`config.mk`:
```
export PLATFORM = sky130hd
export DESIGN_NAME = lsfa_div_flat
export DESIGN_NICKNAME = d
export VERILOG_FILES = /design/src/rtl/lsfa_pkg.sv /design/src/rtl/lsfa_out_if.sv /design/src/rtl/lsfa_div.sv /design/src/flat_wrapper.sv
export SDC_FILE = /design/constraint.sdc
export NUM_CORES = 1
export LEC_CHECK = 0
export CAP_MARGIN = 5
export CORE_MARGIN = 2
export CORE_UTILIZATION = 60
export CTS_CLUSTER_DIAMETER = 80
export DETAILED_ROUTE_END_ITERATION = 8
export DONT_BUFFER_PORTS = 1
export PLACE_DENSITY_LB_ADDON = 0.1
export SYNTH_ARGS = -nofsm -noshare
export SYNTH_HDL_FRONTEND = slang
export SYNTH_SLANG_ARGS = --single-unit
```
`constraint.sdc`:
```
create_clock -name clk -period 8.7 [get_ports clk]
set_clock_uncertainty 0.05 [all_clocks]
set_input_delay 0 -clock clk [delete_from_list [all_inputs] [get_ports clk]]
set_output_delay 0 -clock clk [all_outputs]
set_load 0.02 [all_outputs]
```
`src/rtl/lsfa_pkg.sv`:
```
`default_nettype none
package lsfa_pkg;

	localparam int PIXELS      = 4096;
	localparam int SAMPLE_BITS = 12;
	localparam int ADDR_W      = $clog2(PIXELS);
	localparam int SUM_W       = 20;
	localparam int IDX_W       = 12;
	localparam int SMP_W       = 12;
	localparam int KIND_W      = 2;
	localparam int CNT_W       = 8;

	localparam logic [KIND_W-1:0] KIND_SINGLE = 2'd0;
	localparam logic [KIND_W-1:0] KIND_FIRST  = 2'd1;
	localparam logic [KIND_W-1:0] KIND_MIDDLE = 2'd2;
	localparam logic [KIND_W-1:0] KIND_LAST   = 2'd3;

	localparam logic [SUM_W-1:0] SUM_MAX = '1;

	// One item in flight through the divider
	typedef struct packed {
		logic [IDX_W-1:0]       idx;
		logic                   pass;
		logic                   sat;
		logic [CNT_W-1:0]       rem;
		logic [SAMPLE_BITS-1:0] dq;
		logic [CNT_W-1:0]       dvs;
	} div_item_t;

endpackage
`default_nettype wire

```
`src/rtl/lsfa_out_if.sv`:
```
`default_nettype none
interface lsfa_out_if;
	logic                       valid;
	logic                       ready;
	logic [lsfa_pkg::IDX_W-1:0] out_index;
	logic [lsfa_pkg::SMP_W-1:0] out_value;

	modport source(output valid, out_index, out_value, input ready);
	modport sink(input valid, out_index, out_value, output ready);
endinterface
`default_nettype wire

```
`src/rtl/lsfa_div.sv`:
```
`default_nettype none
module lsfa_div (
	input  wire logic                 clk,
	input  wire logic                 arst_n,
	input  wire lsfa_pkg::div_item_t  in_item,
	input  wire logic                 in_valid,
	output logic                      in_ready,
	lsfa_out_if.source                out_ch
);
	localparam int SB = lsfa_pkg::SAMPLE_BITS;
	localparam int CW = lsfa_pkg::CNT_W;
	localparam int NS = SB + 1;

	logic                val_s [NS];
	lsfa_pkg::div_item_t itm_s [NS];
	logic                rdy   [NS];
	logic [SB-1:0]       res;

	// One restoring-division step: one quotient bit
	function automatic lsfa_pkg::div_item_t div_step(input lsfa_pkg::div_item_t x);
		lsfa_pkg::div_item_t y;
		logic [CW:0]         rem2;
		logic                ge;
		y    = x;
		rem2 = {x.rem, x.dq[SB-1]};
		ge   = rem2 >= {1'b0, x.dvs};
		if (!x.pass && !x.sat) begin
			y.rem = ge ? CW'(rem2 - {1'b0, x.dvs}) : CW'(rem2);
			y.dq  = {x.dq[SB-2:0], ge};
		end
		return y;
	endfunction

	always_comb begin
		rdy[NS-1] = !val_s[NS-1] || out_ch.ready;
		for (int k = NS - 2; k >= 0; k--) begin
			rdy[k] = !val_s[k] || rdy[k+1];
		end
	end

	assign in_ready = rdy[0];

	always_ff @(posedge clk or negedge arst_n) begin
		if (!arst_n) begin
			for (int k = 0; k < NS; k++) begin
				val_s[k] <= 1'b0;
			end
		end else begin
			if (rdy[0]) begin
				val_s[0] <= in_valid;
			end
			for (int k = 1; k < NS; k++) begin
				if (rdy[k]) begin
					val_s[k] <= val_s[k-1];
				end
			end
		end
	end

	always_ff @(posedge clk) begin
		if (rdy[0]) begin
			itm_s[0] <= in_item;
		end
		for (int k = 1; k < NS; k++) begin
			if (rdy[k]) begin
				itm_s[k] <= div_step(itm_s[k-1]);
			end
		end
	end

	assign res              = itm_s[NS-1].sat ? '1 : itm_s[NS-1].dq;
	assign out_ch.valid     = val_s[NS-1];
	assign out_ch.out_index = itm_s[NS-1].idx;
	assign out_ch.out_value = lsfa_pkg::SMP_W'(res);

	a_stage0_hold: assert property (@(posedge clk) disable iff (!arst_n)
		val_s[0] && !rdy[1] |=> val_s[0] && $stable(itm_s[0]))
		else $error("stalled divider stage lost its item");

endmodule
`default_nettype wire

```
`src/flat_wrapper.sv`:
```
// flat-port wrapper written by rule: the top's interface ports become plain ports
module lsfa_div_flat 
  (clk, arst_n, in_item, in_valid, in_ready, out_ch_valid, out_ch_out_index, out_ch_out_value, out_ch_ready);
  lsfa_out_if out_ch_i ();
  input  wire logic clk;
  input  wire logic arst_n;
  input  wire lsfa_pkg::div_item_t in_item;
  input  wire logic in_valid;
  output logic in_ready;
  output wire logic [$bits(out_ch_i.valid)-1:0] out_ch_valid;
  output wire logic [$bits(out_ch_i.out_index)-1:0] out_ch_out_index;
  output wire logic [$bits(out_ch_i.out_value)-1:0] out_ch_out_value;
  input wire logic [$bits(out_ch_i.ready)-1:0] out_ch_ready;
  assign out_ch_valid = out_ch_i.valid;
  assign out_ch_out_index = out_ch_i.out_index;
  assign out_ch_out_value = out_ch_i.out_value;
  assign out_ch_i.ready = out_ch_ready;
  lsfa_div u_core (.clk(clk), .arst_n(arst_n), .in_item(in_item), .in_valid(in_valid), .in_ready(in_ready), .out_ch(out_ch_i));
endmodule
```
# Word level (Yosys, flattened, before mapping)
# Memory sizes are Yosys's and may differ from the RTL's.
# Cells that the tools add are included.
word_totals:
  rom_bits: 0
  memories: 1
  reg_bits: 13
  latch_bits: 0
  ramBits: 546
mem_list:
  columns: ["name", "depth", "width", "read_ports", "rd_ports_with_merged_regs", "wr", "line", "text"]
  rows:
  - ["u_core.itm_s", 13, 42, 13, 0, 13, "lsfa_div.sv:15", "lsfa_pkg::div_item_t itm_s [NS];"]
op_classes:
  multipliers: 0
  n_addsub: 12
  eq_ne: 0
  n_shift: 0
  reduce_logical: 62
  bitwise: 0
  div_mod_pow: 0
  magnitude_cmp: 12
  muxes: 63
op_table:
  columns: ["op", "n"]
  rows:
  - ["20-bit two-way mux", 24]
  - ["9-bit by 8-bit >= comparator with 1-bit output", 12]
  - ["8-bit two-way mux", 12]
  - ["8-bit subtractor", 12]
  - ["1-bit zero test", 37]
  - ["1-bit two-way mux", 26]
  - ["1-bit logical OR", 13]
  - ["1-bit logical AND", 12]
  - ["12-bit two-way mux", 1]

# Depth between registers and ports, before layout
# Gate-level depths: netlist of the first run.
depth:
  depth_word: 16
  mapped_depth: 9
  depth_no_buf: 9

# Least setup slack after synthesis of the first run
# Ideal clock, no wire load.
synth_timing:
  kind: "reg2reg"
  from: "register u_core.val_s, in the netlist u_core.out_ch.valid"
  to: "memory u_core.itm_s[0][0] (netlist name), enable pin"
  arrival_ns: 3.402
  path_buffers: 0
  path_slack_ns: 4.431
  t_required_ns: 7.833
  path_stages_with_launch: 7
  path_cell_list: "dfrtp_1 > and3b_1 > and4_1 > and2_1 > inv_1 > nor2_1 > nand4_1"
synth_lines:
  columns: ["element", "line", "text"]
  rows:
  - ["start: declaration", "lsfa_div.sv:14", "logic val_s [NS];"]
  - ["start signal: indexed assignment", "lsfa_div.sv:54", "val_s[k] <= val_s[k-1];"]
  - ["end: declaration", "lsfa_div.sv:15", null]

==> results of run 1 <==
[synth_stat cells, drive strengths merged (4+ instances only)]
library cell	count	area, um^2
nand2b	20	125.1
or3	5	31.28
or2	24	150.1
mux2i	50	500.5
a2bb2oi	6	52.55
clkbuf	32	130.1
edfxtp	529	15890
fa	11	220.2
nand3b	4	30.03
xor2	18	157.7
o2111ai	4	35.03
dfrtp	13	325.3
nand4	10	62.56
o211ai	4	30.03
buf	20	141.4
nor2b	24	150.1
nor3	15	75.07
o21ai	81	424.2
ha	96	1201
a31o	4	35.03
mux2	85	960.9
inv	123	461.7
nand2	240	900.9
a21o	16	121.4
nor2	107	404.1
and2	9	58.81
a21oi	72	367.9
a211oi	5	37.54
o311ai	5	43.79
o21a	27	210.2
a2111oi	5	43.79
a31oi	16	115.1
nand3	27	135.1
o31a	9	78.83
o31ai	8	65.06
xnor2	26	227.7
and3	7	45.05
o21bai	6	45.04
[cells by family after synthesis]
logic type               synth area share
XOR/XNOR                          0.01577
adder cells (fa/ha/maj)           0.05818
multiplexers                      0.05982
buffers and inverters             0.03001
AO/OA/AOI/OAI                     0.07995
AND/OR/NAND/NOR                   0.09270
flip-flops                         0.6636
[state kept, by name, indices dropped and copies added, names as in the netlist]
signal / flops
u_core.itm_s: 529
u_core.out_ch.valid: 1
u_core.val_s: 12
[layout by cell type (no fill, tap or decap), types with 6 or more instances in the layout]
master and count:
nand4_1 10, bufinv_16 6, and3_1 6, inv_1 123, clkinv_2 9, buf_4 18, or2_2 24, nor2b_1 24
xnor2_1 26, xor2_1 18, mux2_2 84, nor3_1 15, mux2i_1 50, nand2_1 240, o31a_1 9, a21oi_1 70
ha_1 96, o21ai_0 73, o21a_1 26, o31ai_1 7, clkbuf_16 54, nand3_1 24, clkbuf_1 6, dfrtp_1 13
fa_1 11, a2bb2oi_1 6, edfxtp_1 529, and2_1 8, nor2_1 106, a31oi_1 15, clkinv_1 10, a21o_1 15
nand2b_1 20, o21bai_1 6, dlygate4sd3_1 88
[stage by stage]
| step | util | cell area (um^2) | worst slack, ps |
|---|---|---|---|
| 4_1_cts | 0.6890 | 27560 | 5118 |
| 2_1_floorplan | - | 24430 | 4431 |
| 3_3_place_gp | 0.6240 | 24970 | 5242 |
| 6_report | 0.6890 | 27560 | 5127 |
| 5_1_grt | 0.6890 | 27560 | 4818 |
| 3_5_place_dp | 0.6240 | 24970 | 5160 |
[how the worst min path moves through the flow]
stage | endpoint | startpoint | slack (ps) | cells past startpoint
2_1_floorplan | u_core.out_ch.valid | arst_n | -350 | 0
3_3_place_gp | u_core.out_ch.valid | arst_n | -350 | 0
3_5_place_dp | u_core.out_ch.valid | arst_n | -350 | 0
4_1_cts | u_core.val_s[12] | in_valid | 4 | 2
5_1_grt | u_core.val_s[12] | in_valid | 60 | 2
6_report | u_core.val_s[12] | in_valid | 60 | 2
[layer usage]
metal,up-vias,track usage
met5,-,0
met4,0,0.1056
met3,139,0.03104
met2,351,0.4003
met1,6661,0.2215
li1,6809,-
[power groups by stage]
| stage | clock network (mW) | logic, mW | registers [mW] |
|---|---|---|---|
| finish | 2.26 | 2.56 | 4.10 |
| global route | 2.40 | 2.86 | 4.18 |
| CTS | 2.29 | 2.55 | 4.11 |
| detailed placement | 0 | 2.49 | 4.16 |
| global placement | 0 | 2.42 | 4.13 |
| floorplan | 0 | 2.08 | 3.99 |
[area by class of cell]
class	instances	area [um^2]
Timing Repair Buffer	106	1016
Sequential cell	542	16210
Fill cell	2668	12440
Clock buffer	60	1374
Clock inverter	34	342.8
Inverter	123	461.7
Multi-Input combinational cell	1083	7501
Tap cell	525	656.9
[worst reg2reg max path, cell delays in order, from the launching register on]
cell and delay [ps]:
dfrtp_1 470, and3b_1 290, and4_1 250, and2_1 220, inv_1 50, buf_4 290
nor2_1 420, nand3_2 910
==> flow_metrics.tcl, run 1 <==
set metrics [dict create \
    netlist_area_um2 24430 \
    timing.fmax_mhz 279.9 \
    p_sw_frac 0.3033 \
    yosysWarnings 0 \
    p_int_mw 6.213 \
    stdcell_count 2473 \
    dp_cells 2291 \
    crit_start "u_core.out_ch.valid" \
    synth-edff-count 529 \
    cts_sinks 542 \
    hold_path_class "input port to flip-flop" \
    finalHoldViolCount 0 \
    crit_arrival_ps 3510 \
    endpoint "u_core.itm_s[0][44]" \
    path_delay_family "simple AND/OR/NAND/NOR gates" \
    start_util 0.6107 \
    drt_iter0_markers 645 \
    rows 73 \
    r2r_cells 7 \
    clock_latency_ps 590 \
    route.met3.wl_um 1580 \
    power_frac_seq 0.460 \
    slew_viol_final 0 \
    cts_resized 0 \
    grt.overflow.total 0 \
    synth_seq_cells 542 \
    syn_area_per_cell_um2 13.57 \
    endpoint_kind "flip-flop" \
    worstPathMaxFanout 44 \
    synth_cell_types 73 \
    grt_max_degree 45 \
    final_nets 2062 \
    syn_nets 1953 \
    wirelength_um 42740 \
    totalPowerFinal_mw 8.917 \
    first_global_vias 14320 \
    postRouteAntennaNets 0 \
    yosysSeqAreaShare 0.6636 \
    num_antenna_cells 0 \
    hpwl_um 28690 \
    crit-reg2reg-launch "u_core.out_ch.valid" \
    p_leak_nw 10.96 \
    crit_buf_inv 2 \
    slew_headroom 0.2461 \
    worstMarginPinSlew_ps 1130 \
    critPathSlowestCell "nand3_2" \
    combPwrFrac 0.287 \
    wl_met2_um 23640 \
    setup_viol 0 \
    viasPerCell 5.645 \
    vias 13960 \
    synth_flop_cell "edfxtp_1" \
    grt_antenna_before_repair 0 \
    synth_cells 1800 \
    clk_pin_slew_ps 60 \
    cp.required_ps 8630 \
    synthArstFlopShare 0.02399 \
    p_clk_frac 0.253 \
    drt-met1-wl_um 15520 \
    cts_buffer_depth 3 \
    rr_endpoint "u_core.itm_s[0][44]" \
    rsz0062_at_grt "no" \
    drt_first_pass_iters 5 \
    worst-setup-path-type "flip-flop to flip-flop" \
    detail_route.wl_per_cell_um 17.28 \
    cts_tree "done" \
    hold_ws_ps 64.12 \
    gp_congestion 0.8450 \
    cap_violations 0 \
    p_switching_mw 2.704 \
    core-area_um2 40010 \
    post_cts_buffers 0 \
    slowest_delay_ps 910 \
    ff2ff_setup_slack_ps 5130 \
    dieArea_um2 42350 \
    ir_drop_v 0.0001802 \
    top_layer "met4" \
    die_height_um 205.8 \
    power_density_nw_per_um2 323.5 \
    tns_ps 0 \
    grt_pass1_wl_um 69950 \
    finalCritPeriodShare 0.4106 \
    root_buffer "clkbuf_16" \
    area_growth_syn_to_layout_pct 12.82 \
    period_minus_slack_ps 3573 \
    htree_num_levels 2 \
    critical_path_depth 7 \
    die_w_um 205.8 \
    ctsHoldBuffers 88 \
    status "finished, final reports clean" \
    drc 0 \
    io-pin-count 72 \
    layout-drive-gt1-share 0.1160 \
    cts_buffers 53 \
    grt_usage 0.2090 \
    setup.worst_path.start_class "flip-flop" \
    path_cells "and3b_1 > and4_1 > and2_1 > inv_1 > buf_4 > nor2_1 > nand3_2" \
    placement.io_buffers 0 \
]
No activity file was read; power rests on OpenSTA's default activity.
==> run 2, diff against run 1 <==
--- a/config.mk
+++ b/config.mk
@@ -5,6 +5,7 @@
 export SDC_FILE = /design/constraint.sdc
 export NUM_CORES = 1
 export LEC_CHECK = 0
+export ABC_AREA = 1
 export CAP_MARGIN = 5
 export CORE_MARGIN = 2
 export CORE_UTILIZATION = 60
==> constraint.sdc (replaced) <==
create_clock -name clk -period 3.5 [get_ports clk]
set_clock_uncertainty 0.05 [all_clocks]
set_input_delay 0 -clock clk [delete_from_list [all_inputs] [get_ports clk]]
set_output_delay 0 -clock clk [all_outputs]
set_load 0.02 [all_outputs]
==> run 2 against run 1 <==
  * Non-clock buffer count is 4 higher
  * Total power grew to 2.7 times the previous value
  * Sequential power grew to 2.7 times the previous value
  * Critical endpoint is now in_ready
  * Setup slack worse by 4500 ps
  * Clock power grew to 2.6 times the previous value
  * Critical path type is now flip-flop to output port
==> flow_metrics.tcl, run 2 <==
set metrics [dict create \
    status "finished, final reports clean" \
    drt_iter0_markers 883 \
    cts_buffers 53 \
    io-pin-count 72 \
    synthArstFlopShare 0.02399 \
    viasPerCell 5.380 \
    hold_path_class "input port to flip-flop" \
    worstHoldPathCells 3 \
    clk_pin_slew_ps 60 \
    worst-setup-path-type "flip-flop to output port" \
    wirelength_um 43770 \
    grt_antenna_before_repair 0 \
    grt.overflow.total 0 \
    grt_pass1_wl_um 73020 \
    synth_commonest_cells "edfxtp_1, nand2_1, inv_1, nand3_1, o21ai_0" \
    placement.io_buffers 0 \
    rows 74 \
    final_nets 2399 \
    htree_num_levels 2 \
    netlist_area_um2 24860 \
    cp.required_ps 3450 \
    die_height_um 207.5 \
    setup.worst_path.start_class "flip-flop" \
    r2r_cells 7 \
    cap_violations 0 \
    synth_area_leaders "edfxtp_1, nand2_1, ha_1, inv_1, nand3_1" \
    synth.most_common_cell "edfxtp_1" \
    start_util 0.6088 \
    drt_first_pass_iters 5 \
    synth_flop_cell "edfxtp_1" \
    period_minus_slack_ps 2877 \
    drc 0 \
    seqCellArea_um2 16210 \
    cts_buffer_depth 3 \
    worstPathMaxFanout 44 \
    first_global_vias 15320 \
    postRouteAntennaNets 0 \
    grt_max_degree 45 \
    worstMarginPinSlew_ps 997.6 \
    yosys.area.top_type "edfxtp_1" \
    fin_ws_ps 622.8 \
    rsz0062_at_grt "no" \
    area_growth_syn_to_layout_pct 13.39 \
    synth_cells 2133 \
    vias 15180 \
    synth_cell_types 47 \
    cts_sinks 542 \
    finalCritPeriodShare 0.8221 \
    slew_viol_final 0 \
    regMostFlops "u_core.itm_s" \
    hpwl_um 30790 \
    cts_tree "done" \
    gp_congestion 0.8754 \
    dieArea_um2 43070 \
    endpoint_kind "output port" \
    hold_ws_ps 39.09 \
    yosysSeqAreaShare 0.6521 \
    layout_commonest_cell "edfxtp_1" \
    timing.fmax_mhz 347.6 \
    grt_usage 0.2082 \
    final_util 0.6903 \
    largest_reg_flops 529 \
    root_buffer "clkbuf_16" \
    slew_headroom 0.3334 \
    core-area_um2 40830 \
    ir_drop_v 0.0006646 \
    layout-drive-gt1-share 0.08952 \
    post_cts_buffers 0 \
    power_density_nw_per_um2 858.6 \
    setup_viol 0 \
    synth_seq_cells 542 \
    clock_latency_ps 620 \
    fill_cells 2832 \
    p_leak_nw 11.93 \
    finalHoldViolCount 0 \
    synth_top_area_share 0.6390 \
    final_cell_mix "edfxtp_1, nand2_1, inv_1" \
    synth-edff-count 529 \
    crit_arrival_ps 2830 \
    dp_slack_ps 1116 \
    multi_input_area_um2 7308 \
    syn_nets 2286 \
    detail_route.wl_per_cell_um 15.51 \
    syn_area_per_cell_um2 11.65 \
    num_antenna_cells 0 \
    die_w_um 207.5 \
    yosysWarnings 0 \
]
-- run 2: cell type report --
type	instances	share of cell area
Inverter	296	0.03942
Tap cell	532	0.02362
Multi-Input combinational cell	1243	0.2593
Sequential cell	542	0.5752
Clock inverter	36	0.01700
Clock buffer	63	0.04839
Timing Repair Buffer	110	0.03711
-- run 2: cells by family after synthesis --
| logic type | Yosys count | share of synthesized area |
|---|---|---|
| XOR/XNOR | 65 | 0.02290 |
| AO/OA/AOI/OAI | 252 | 0.05844 |
| flip-flops | 542 | 0.6521 |
| adder cells (fa/ha/maj) | 107 | 0.05718 |
| AND/OR/NAND/NOR | 819 | 0.1548 |
| buffers and inverters | 348 | 0.05456 |
-- run 2: power breakdown --
group	internal (mW)	switching [mW]	total [mW]
Combinational	2.69	4.62	7.31
Clock	3.48	2.43	5.91
Sequential	9.92	1.06	11.0
-- run 2: layer usage --
| layer | share of wire | track usage | vias to the layer above |
|---|---|---|---|
| met4 | 0.033 | 0.07414 | 0 |
| met5 | 0 | 0 | - |
| met2 | 0.54 | 0.3990 | 300 |
| met1 | 0.38 | 0.2299 | 7196 |
| met3 | 0.040 | 0.03676 | 112 |
| li1 | - | - | 7574 |
-- run 2: repair_timing --
action	CTS	global route
hold buffers	88	0
gates resized for setup	0	0
hold endpoints to repair	103	0
-- run 2: path summary, 6_finish.rpt --
check                                    startpoint                   end  slack [ps]
worst min register to register  u_core.itm_s[0][80]  u_core.itm_s[0][122]         350
min in group asynchronous                    arst_n       u_core.val_s[4]         380
worst max-delay path            u_core.out_ch.valid              in_ready         620
max in group asynchronous                    arst_n   u_core.out_ch.valid        2500
worst max register to register  u_core.out_ch.valid   u_core.itm_s[0][71]        1110
worst min-delay path                       in_valid      u_core.val_s[12]          40
-- run 2: metrics by stage --
stage,TNS (ps),power [mW],std cells,instance area (um^2)
final,0,24.20,2822,28190
after global routing,0,25.88,2822,28190
after CTS,0,24.34,2822,28190
after detailed placement,0,18.28,2635,25460
after global placement,0,17.98,2635,25460
after floorplan,-26720,16.53,2133,24880
-- run 2: critical path: stages, from the launching register on --
cell and delay [ps]:
dfrtp_2 460, nand3_4 110, nor2_4 140, nand4_4 130, nor2_4 180, nand4_4 120, nor2_4 170, nand3_4 490
buf_4 380
==> run 3, diff against run 2 <==
--- a/config.mk
+++ b/config.mk
@@ -5,7 +5,7 @@
 export SDC_FILE = /design/constraint.sdc
 export NUM_CORES = 1
 export LEC_CHECK = 0
-export ABC_AREA = 1
+export ABC_AREA = 0
 export CAP_MARGIN = 5
 export CORE_MARGIN = 2
 export CORE_UTILIZATION = 60
==> constraint.sdc (replaced) <==
create_clock -name clk -period 2.72 [get_ports clk]
set_clock_uncertainty 0.05 [all_clocks]
set_input_delay 0 -clock clk [delete_from_list [all_inputs] [get_ports clk]]
set_output_delay 0 -clock clk [all_outputs]
set_load 0.02 [all_outputs]
==> run 3 against run 2 <==
  * First-iteration DRC count rose by 1.8%
  * Non-clock buffer count increased by 18
  * Die area is 1.7% lower
  * Setup slack lost 510 ps
  * Register-to-register slack worse by 970 ps
  * Combinational power grew 13%
  * Sequential cell count unchanged
  * Cell count fell by 12%
  * Largest power group unchanged
  * Highest routed layer unchanged
==> flow_metrics.tcl, run 3 (synthesis results as in run 1) <==
set metrics [dict create \
    status "finished, final reports clean" \
    seqCellArea_um2 16210 \
    worstMarginPinSlew_ps 960.5 \
    combPwrFrac 0.285 \
    clock_latency_ps 600 \
    vias 14150 \
    stdcell_count 2497 \
    critical_path_depth 8 \
    worstPathMaxFanout 11 \
    rows 73 \
    grt.overflow.total 0 \
    largest_reg_flops 529 \
    die_height_um 205.8 \
    clk_pin_slew_ps 60 \
    cts_sinks 542 \
    crit_start "u_core.out_ch.valid" \
    root_buffer "clkbuf_16" \
    min_from "out_ch_ready" \
    placement.io_buffers 0 \
    crit_buf_inv 3 \
    setup_viol 0 \
    ff2ff_setup_slack_ps 140 \
    p_leak_nw 11.13 \
    htree_num_levels 2 \
    period_minus_slack_ps 2602 \
    design_area_um2 27890 \
    drc 0 \
    drt_iter0_markers 899 \
    ir_drop_v 0.0009188 \
    path_cells "and3b_2 > and4_4 > and2_4 > clkinvlp_4 > nor2_4 > nand4_1 > clkbuf_16 > buf_4" \
    slew_headroom 0.3573 \
    grt_max_degree 45 \
    grt_usage 0.2177 \
    critPathSlowestCell "dfrtp_2" \
    power_density_nw_per_um2 1036 \
    grt_antenna_before_repair 0 \
    grt_pass1_wl_um 72160 \
    io-pin-count 72 \
    post_dp_cell_area_um2 25130 \
    cts_buffer_depth 3 \
    die_w_um 205.8 \
    slew_viol_final 0 \
    power_frac_seq 0.456 \
    cap_violations 0 \
    r2r_cells 9 \
    regMostFlops "u_core.itm_s" \
    slowest_delay_ps 430 \
    worst-setup-path-type "flip-flop to output port" \
    multi_input_area_um2 7531 \
    p_sw_frac 0.3027 \
    worstHoldPathCells 3 \
    hold_ws_ps 133.6 \
    start_util 0.6107 \
    p_switching_mw 8.746 \
    cts_tree "done" \
    hold_path_class "input port to flip-flop" \
    postRouteAntennaNets 0 \
    dp_cells 2306 \
    cts_buffers 53 \
    crit-reg2reg-launch "u_core.itm_s[0][19]" \
    num_antenna_cells 0 \
    crit_arrival_ps 2550 \
    p_clk_frac 0.259 \
    endpoint_kind "output port" \
    drt_first_pass_iters 5 \
    fill_cells 2602 \
    setup.worst_path.start_class "flip-flop" \
    viasPerCell 5.666 \
    cp.required_ps 2670 \
    hpwl_um 29690 \
    core-area_um2 40010 \
    gp_congestion 0.9277 \
    wirelength_um 45250 \
    layout_commonest_cell "edfxtp_1" \
    path_delay_family "simple AND/OR/NAND/NOR gates" \
    first_global_vias 14470 \
    finalHoldViolCount 0 \
    final_nets 2084 \
    finalCritPeriodShare 0.9568 \
    final_cell_mix "edfxtp_1, nand2_1, inv_1" \
    dieArea_um2 42350 \
    timing.fmax_mhz 384.3 \
    p_int_mw 20.15 \
    area_growth_syn_to_layout_pct 14.18 \
    layout-drive-gt1-share 0.1313 \
    detail_route.wl_per_cell_um 18.12 \
]
## run 3: cell count changes in the layout (fill, tap and decap cells not counted), sizes merged, moves of 50 or more
cell / before / now
nand2: 472 / 240
inv: 293 / 124
nand3: 159 / 27
mux2: 0 / 85
o21ai: 165 / 81
mux2i: 0 / 50
## run 3: tightest hold or removal path: cells and delay by family
kind | cells | cell delay [ps]
buffers and inverters | 1 | 540
AND/OR/NAND/NOR | 2 | 180
## run 3: worst paths after layout
kind	end
setup reg to reg	u_core.itm_s[0][68]
max in group asynchronous	u_core.out_ch.valid
setup / recovery	in_ready
min in group asynchronous	u_core.val_s[12]
hold reg to reg	u_core.itm_s[0][324]
hold / removal	u_core.out_ch.valid
## run 3: layout make-up
type,count,area share
inverters,123,0.01669
clock buffers,62,0.04912
flip-flops and latches,542,0.5812
multi-input cells,1083,0.2700
well taps,525,0.02355
repair buffers,128,0.04468
clock inverters,34,0.01480
## run 3: power groups by stage
stage / Combinational, mW / Sequential [mW] / Clock (mW)
6_report: 8.24 / 13.2 / 7.47
5_1_grt: 9.20 / 13.4 / 7.98
4_1_cts: 8.21 / 13.2 / 7.61
3_5_place_dp: 8.02 / 13.4 / 0
3_3_place_gp: 7.85 / 13.3 / 0
2_1_floorplan: 6.67 / 12.8 / 0
## run 3: metal layers
| layer | GRT usage | vias up | part of all wire |
|---|---|---|---|
| met3 | 0.03959 | 126 | 0.046 |
| met2 | 0.4090 | 385 | 0.54 |
| met1 | 0.2405 | 6777 | 0.38 |
| li1 | - | 6859 | - |
| met4 | 0.09235 | 0 | 0.039 |
| met5 | 0 | - | 0 |
## run 3: metrics by stage
stage                     worst slack, ps  setup TNS (ps)  utilization  total power, mW
after floorplan                     -1404         -136750            -            19.43
after global placement              200.3               0       0.6282            21.12
after detailed placement            169.9               0       0.6282            21.38
after CTS                           8.500               0       0.6950            29.02
after global routing               -8.452          -8.452       0.6973            30.60
final                               117.6               0       0.6973            28.89
## run 3: repair_timing
item | 4_1_cts | 5_1_grt
gates resized for setup | 0 | 10
hold buffers | 89 | 0
endpoints found under the setup margin | 0 | 9
endpoints found under the hold margin | 84 | 0
buffers inserted | 0 | 4
